==> config.mk <==
export PLATFORM = sky130hd
export DESIGN_NAME = calendar_date_counter_top
export DESIGN_NICKNAME = d
export VERILOG_FILES = /design/src/rtl/cdc_pkg.sv /design/src/rtl/calendar_date_counter_top.sv
export SDC_FILE = /design/constraint.sdc
export NUM_CORES = 1
export LEC_CHECK = 0
export ABC_CLOCK_PERIOD_IN_PS = 20200
export BUFFER_PORTS_ARGS = -buffer_cell sky130_fd_sc_hd__buf_2
export CELL_PAD_IN_SITES_DETAIL_PLACEMENT = 1
export CELL_PAD_IN_SITES_GLOBAL_PLACEMENT = 1
export CORE_MARGIN = 2
export CORE_UTILIZATION = 49
export CTS_CLUSTER_SIZE = 12
export DETAILED_ROUTE_END_ITERATION = 6
export MAX_ROUTING_LAYER = met4
export PLACE_DENSITY = 0.95
export RECOVER_POWER = 50
export SYNTH_ARGS = -nofsm -noshare
export SYNTH_HDL_FRONTEND = slang
export SYNTH_SLANG_ARGS = --single-unit
==> constraint.sdc <==
create_clock -name clk -period 20.2 [get_ports clk]
set_input_delay 3.03 -clock clk [delete_from_list [all_inputs] [get_ports clk]]
set_output_delay 3.03 -clock clk [all_outputs]
set_load 0.03 [all_outputs]
==> src/rtl/cdc_pkg.sv <==
package cdc_pkg;

	localparam int YEAR_W  = 14;
	localparam int MONTH_W = 4;
	localparam int DAY_W   = 5;
	localparam int DOY_W   = 9;
	localparam int PADDR_W = 3;

	localparam logic CMD_LOAD    = 1'b0;
	localparam logic CMD_ADVANCE = 1'b1;

	localparam logic REG_MIN_YEAR = 1'b0;
	localparam logic REG_MAX_YEAR = 1'b1;

	localparam logic [YEAR_W-1:0]  RST_MIN_YEAR = YEAR_W'(1);
	localparam logic [YEAR_W-1:0]  RST_MAX_YEAR = YEAR_W'(9999);
	localparam logic [YEAR_W-1:0]  RST_YEAR     = YEAR_W'(2000);
	localparam logic [MONTH_W-1:0] RST_MONTH    = MONTH_W'(1);
	localparam logic [DAY_W-1:0]   RST_DAY      = DAY_W'(1);

	localparam logic [MONTH_W-1:0] LAST_MONTH = MONTH_W'(12);

	// Inverse of 25 modulo 2**14 and the largest product a multiple of 25 can give.
	localparam logic [YEAR_W-1:0] INV25     = YEAR_W'(7209);
	localparam logic [YEAR_W-1:0] DIV25_MAX = YEAR_W'(((1 << YEAR_W) - 1) / 25);

	typedef struct packed {
		logic               cmd;
		logic [YEAR_W-1:0]  year_in;
		logic [MONTH_W-1:0] month_in;
		logic [DAY_W-1:0]   day_in;
	} req_t;

	typedef struct packed {
		logic [YEAR_W-1:0]  year_out;
		logic [MONTH_W-1:0] month_out;
		logic [DAY_W-1:0]   day_out;
		logic [DOY_W-1:0]   day_of_year;
		logic               leap_out;
		logic               status;
	} rsp_t;

	// A year divisible by 25 maps to at most DIV25_MAX when multiplied by the odd inverse.
	function automatic logic leap_of(input logic [YEAR_W-1:0] y);
		logic [YEAR_W-1:0] p;
		logic              div25;
		p     = YEAR_W'(y * INV25);
		div25 = (p <= DIV25_MAX);
		return ((y[1:0] == 2'd0) && !div25) || ((y[3:0] == 4'd0) && div25);
	endfunction

	function automatic logic [DAY_W-1:0] days_in(input logic [MONTH_W-1:0] m, input logic leap);
		logic [DAY_W-1:0] d;
		case (m)
			4'd1, 4'd3, 4'd5, 4'd7, 4'd8, 4'd10, 4'd12: d = DAY_W'(31);
			4'd4, 4'd6, 4'd9, 4'd11:                   d = DAY_W'(30);
			4'd2:                                      d = leap ? DAY_W'(29) : DAY_W'(28);
			default:                                   d = '0;
		endcase
		return d;
	endfunction

	function automatic logic [DOY_W-1:0] month_start(input logic [MONTH_W-1:0] m);
		logic [DOY_W-1:0] s;
		case (m)
			4'd1:    s = DOY_W'(0);
			4'd2:    s = DOY_W'(31);
			4'd3:    s = DOY_W'(59);
			4'd4:    s = DOY_W'(90);
			4'd5:    s = DOY_W'(120);
			4'd6:    s = DOY_W'(151);
			4'd7:    s = DOY_W'(181);
			4'd8:    s = DOY_W'(212);
			4'd9:    s = DOY_W'(243);
			4'd10:   s = DOY_W'(273);
			4'd11:   s = DOY_W'(304);
			4'd12:   s = DOY_W'(334);
			default: s = '0;
		endcase
		return s;
	endfunction

endpackage

==> src/rtl/calendar_date_counter_top.sv <==
// Channel   Direction  Handshake              Word
// req       in         req_valid/req_ready    cdc_pkg::req_t (cmd, year, month, day)
// rsp       out        rsp_valid/rsp_ready    cdc_pkg::rsp_t (date, day of year, leap, status)
// apb       in/out     psel/penable/pwrite    min_year at 0x0, max_year at 0x4
//
// One command per cycle: the stored date and the result register update at the
// edge that accepts a word, so a tick sees the previous command's date directly.
// The result register is the only stage; req_ready drops only while a result
// waits and rsp_ready is low. Reset sets the date to 2000-01-01 and the bounds
// to 1..9999; no clearing pass is needed.
module calendar_date_counter_top (
	input  logic                          clk,
	input  logic                          arst_n,
	input  logic                          req_valid,
	output logic                          req_ready,
	input  cdc_pkg::req_t                 req,
	output logic                          rsp_valid,
	input  logic                          rsp_ready,
	output cdc_pkg::rsp_t                 rsp,
	input  logic                          psel,
	input  logic                          penable,
	input  logic                          pwrite,
	input  logic [cdc_pkg::PADDR_W-1:0]   paddr,
	input  logic [31:0]                   pwdata,
	output logic [31:0]                   prdata,
	output logic                          pready
);
	import cdc_pkg::*;

	logic [YEAR_W-1:0]  min_year_q, max_year_q;
	logic [YEAR_W-1:0]  year_q;
	logic [MONTH_W-1:0] month_q;
	logic [DAY_W-1:0]   day_q;
	logic               leap_q;
	logic               rsp_valid_q;
	rsp_t               rsp_q;

	logic               accept;
	logic               wr_en;
	logic               load_leap;
	logic [DAY_W-1:0]   load_lim;
	logic               load_ok;
	logic [YEAR_W-1:0]  next_year_inc;
	logic               next_year_leap;
	logic [DAY_W-1:0]   cur_lim;
	logic [YEAR_W-1:0]  year_d;
	logic [MONTH_W-1:0] month_d;
	logic [DAY_W-1:0]   day_d;
	logic               leap_d;
	logic               status_d;
	logic [DOY_W-1:0]   doy_d;

	assign pready    = 1'b1;
	assign wr_en     = psel && penable && pwrite && pready;
	assign prdata    = (paddr[2] == REG_MAX_YEAR) ? 32'(max_year_q) : 32'(min_year_q);

	assign req_ready = !rsp_valid_q || rsp_ready;
	assign accept    = req_valid && req_ready;
	assign rsp_valid = rsp_valid_q;
	assign rsp       = rsp_q;

	always_ff @(posedge clk or negedge arst_n) begin
		if (!arst_n) begin
			min_year_q <= RST_MIN_YEAR;
			max_year_q <= RST_MAX_YEAR;
		end else if (wr_en) begin
			if (paddr[2] == REG_MIN_YEAR) begin
				min_year_q <= pwdata[YEAR_W-1:0];
			end else begin
				max_year_q <= pwdata[YEAR_W-1:0];
			end
		end
	end

	always_comb begin
		load_leap      = leap_of(req.year_in);
		load_lim       = days_in(req.month_in, load_leap);
		load_ok        = (req.year_in >= min_year_q) && (req.year_in <= max_year_q) &&
		                 (load_lim != '0) && (req.day_in != '0) && (req.day_in <= load_lim);
		next_year_inc  = year_q + YEAR_W'(1);
		next_year_leap = leap_of(next_year_inc);
		cur_lim        = days_in(month_q, leap_q);

		year_d   = year_q;
		month_d  = month_q;
		day_d    = day_q;
		leap_d   = leap_q;
		status_d = 1'b0;

		if (req.cmd == CMD_LOAD) begin
			if (load_ok) begin
				year_d  = req.year_in;
				month_d = req.month_in;
				day_d   = req.day_in;
				leap_d  = load_leap;
			end else begin
				status_d = 1'b1;
			end
		end else begin
			if (day_q < cur_lim) begin
				day_d = day_q + DAY_W'(1);
			end else begin
				day_d = RST_DAY;
				if (month_q >= LAST_MONTH) begin
					month_d = RST_MONTH;
					year_d  = next_year_inc;
					leap_d  = next_year_leap;
				end else begin
					month_d = month_q + MONTH_W'(1);
				end
			end
			// The advanced date is kept even when its year falls outside the bounds.
			status_d = !((year_d >= min_year_q) && (year_d <= max_year_q));
		end

		doy_d = DOY_W'(day_d) + month_start(month_d) +
		        DOY_W'(leap_d && (month_d > MONTH_W'(2)) && (month_d <= LAST_MONTH));
	end

	always_ff @(posedge clk or negedge arst_n) begin
		if (!arst_n) begin
			year_q      <= RST_YEAR;
			month_q     <= RST_MONTH;
			day_q       <= RST_DAY;
			leap_q      <= 1'b1;
			rsp_valid_q <= 1'b0;
		end else begin
			if (accept) begin
				year_q      <= year_d;
				month_q     <= month_d;
				day_q       <= day_d;
				leap_q      <= leap_d;
				rsp_valid_q <= 1'b1;
			end else if (rsp_ready) begin
				rsp_valid_q <= 1'b0;
			end
		end
	end

	always_ff @(posedge clk) begin
		if (accept) begin
			rsp_q.year_out    <= year_d;
			rsp_q.month_out   <= month_d;
			rsp_q.day_out     <= day_d;
			rsp_q.day_of_year <= doy_d;
			rsp_q.leap_out    <= leap_d;
			rsp_q.status      <= status_d;
		end
	end

endmodule

==> flow_summary.toml <==
[route]
dr.pass1.iters = 5
drc = 0
wl_per_cell_um = 23.2
drtIter0Drc = 609
dr_total_vias = 7671
totalWireLength_mm = 28.9
viasPerCell = 6.15
ant_nets = 0

[worst_setup_path]
worstPathRequired_ns = 20.30
cpMaxStageDelayCell = "fa_1"
crit_arrival_ns = 11.67
endpoint = "rsp[9]$_DFFE_PP_"
r2r_cells = 30
worstSetupPathType = "input port to register"
worst-path-max-fanout = 18
crit_path_frequent_cell = "ha_1"
max_stage_delay_ns = 0.55
r2r_slack_ns = 12.84
worst-path-buf-inv = 3
endpoint_kind = "register"
cp.depth = 36
worst_r2r_endpoint = "rsp[10]$_DFFE_PP_"
crit_start = "req[12]"
cp_top_family = "compound AO/OA/AOI/OAI gates"
r2r-start = "year_q[2]$_DFFE_PN0P_"
start_kind = "input port"

[finish]
nNetsFinal = 1259
drive_gt1_share_pct = 15.7
antennaDiodeCount = 0
final_area_um2 = 9810
fill_cells = 2107
multi_input_area_um2 = 5940
utilization_pct = 54.4
stdcell_count = 1247
ff_latch_area_um2 = 2370
syn_to_final_growth_pct = 8.92

[outcome]
status = "finished, violations left"
violations = "capacitance limit, slew limit"

[synth]
synthFlopType = "dfrtp_1"
synthArstFlopShare_pct = 60.9
ys_seq_elements = 87
ys_types = 73
syn_area_um2 = 9010
avgSynthCellArea_um2 = 9.60
netlist_instances = 938
ys_warn_count = 0
synth-edff-count = 34
seq_area_frac_synth_pct = 26.3

[clock_tree]
cts-buffers-inserted = 9
clkSinkCount = 87
cts_tree = "built"
htreeDepth = 3
max-clock-path-buffers = 2
insertion_delay_ns = 0.36
cts-root-buf = "clkbuf_16"
post_cts_buffers = 0
cts.repair.resized = 0
cts_hold_buf = 0
clkTransAtPathRegs_ns = 0.07

[timing]
tightestPinTransition_ns = 3.00
rsz0062_at_grt = "false"
setup_violations = 0
relSlewSlack_pct = -99.9
fmax_ghz = 0.0865
fin_skew_ns = 0.00857
finalHoldViolations = 0
fin_hold_ws_ns = 0.513
finalSetupTns_ns = 0
period_needed_ns = 11.57
fin_crit_sh_pct = 57.3
maxSlewViolCount = 54

[global_routing]
grt_first_pass_wirelength_mm = 45.8
grt_max_degree = 54
grt_pass1_vias = 8553
antenna_found_initial = 0
grtUsageTotal_pct = 30.9
grt_overflow = 0

[die]
die_h_um = 140
start_util_pct = 50.0
dieArea_um2 = 19500
core-area_um2 = 18000
pin_count = 135
die_w_um = 140
rows = 49

[placed_design]
post-dp-hpwl_mm = 21.7
place_inst = 1231
io_buffers = 95
gp_congestion = 0.917
placed_cell_area_um2 = 9540

[run]
cap_viol_max_count = 1

[worst_hold_path]
min_delay_path_depth = 1
worstHoldPathType = "register to register"

[pwr]
power.density_nw_per_um2 = 197
vdd_drop_max_mv = 0.118
leakagePower_uw = 0.00473
-- worst register-to-register path, delay by kind of cell (launching register included) --
kind,cells,cell delay [ns]
simple gates,6,1.03
fa+ha+maj,7,2.39
buf+inv,3,0.21
flops,1,0.65
compound gates,12,2.33
xor+xnor,2,0.49
-- state kept, by name, indices dropped and copies added (netlist names) --
signal / flops
rsp: 34
max_year_q: 14
min_year_q: 14
year_q: 14
day_q: 5
month_q: 4
leap_q: 1
rsp_valid: 1
-- synth_stat cells (34+ instances only) --
master	n	area, um2
edfxtp_1	34	1020
nor2_1	40	150
a21oi_1	35	175
nand2_1	64	240
inv_1	117	439
ha_1	157	1960
o21ai_0	59	295
mux2_2	44	495
xnor2_1	47	412
dfrtp_1	35	876
-- through the flow --
| stage | worst slack, ns | power [uW] |
|---|---|---|
| after floorplan | 10.15 | 1360 |
| after global placement | 8.97 | 1580 |
| after detailed placement | 8.53 | 1710 |
| after CTS | 8.80 | 1930 |
| after global routing | 8.38 | 2090 |
| final | 8.63 | 1930 |
-- power by group --
group / switching [uW] / internal, uW
Clock: 77.5 / 107
Combinational: 832 / 583
Sequential: 63.1 / 271
Total: 973 / 961
-- worst min-delay path by stage --
stage | from | endpoint | slack, ns
3_3_place_gp | min_year_q[6]$_DFFE_PN0P_ | min_year_q[6]$_DFFE_PN0P_ | 0.49
4_1_cts | min_year_q[4]$_DFFE_PN0P_ | min_year_q[4]$_DFFE_PN0P_ | 0.52
6_report | min_year_q[4]$_DFFE_PN0P_ | min_year_q[4]$_DFFE_PN0P_ | 0.51
5_1_grt | min_year_q[7]$_DFFE_PN0P_ | min_year_q[7]$_DFFE_PN0P_ | 0.52
3_5_place_dp | min_year_q[4]$_DFFE_PN0P_ | min_year_q[4]$_DFFE_PN0P_ | 0.50
2_1_floorplan | min_year_q[10]$_DFFE_PN0P_ | min_year_q[10]$_DFFE_PN0P_ | 0.48
-- placed cells by master, fill, tap and decap left out, types with 8 or more instances in the layout --
master	instances
dfrtp_1	35
buf_2	59
dfstp_2	18
xnor2_1	47
conb_1	19
o21a_1	8
clkbuf_16	9
nor2_1	40
a21o_1	19
mux2i_1	17
nand3_1	17
nor2b_1	9
inv_1	117
ha_1	157
nand4_1	11
a21oi_1	35
fa_1	23
nand2_1	64
clkbuf_1	37
edfxtp_1	34
mux2_2	43
o21ai_0	59
xor2_1	23
-- kinds of logic (layout without fill, tap and decap cells) --
family | count (synthesis) | in the layout | synth area share [%]
and+or+nand+nor | 186 | 186 | 10.1
AOI/OAI and AO/OA | 182 | 182 | 13.7
adders and majority gates | 180 | 180 | 26.9
buffers and inverters | 169 | 232 | 8.39
DFF | 87 | 87 | 26.3
xor gates and xnor gates | 71 | 71 | 7.06
muxes | 61 | 61 | 7.39
other | 2 | 19 | 0.0834
-- layer usage --
| metal | up-vias | track usage, % | wire length, um | share of wire (%) |
|---|---|---|---|---|
| met5 | - | - | 0 | 0 |
| met4 | 0 | 17.4 | 1770 | 6.1 |
| met3 | 138 | 3.89 | 1370 | 4.7 |
| met2 | 350 | 51.5 | 14300 | 49 |
| met1 | 3810 | 36.1 | 11500 | 40 |
| li1 | 3373 | - | - | - |
-- area by class of cell --
type | count | area share (%)
clock buffer | 12 | 2.72
clock inverter | 4 | 0.510
inverter | 118 | 4.52
multi-input combinational | 699 | 60.6
sequential | 87 | 24.2
tap | 229 | 2.92
timing repair buffer | 98 | 4.58
Power figures use the tool's default switching activity.
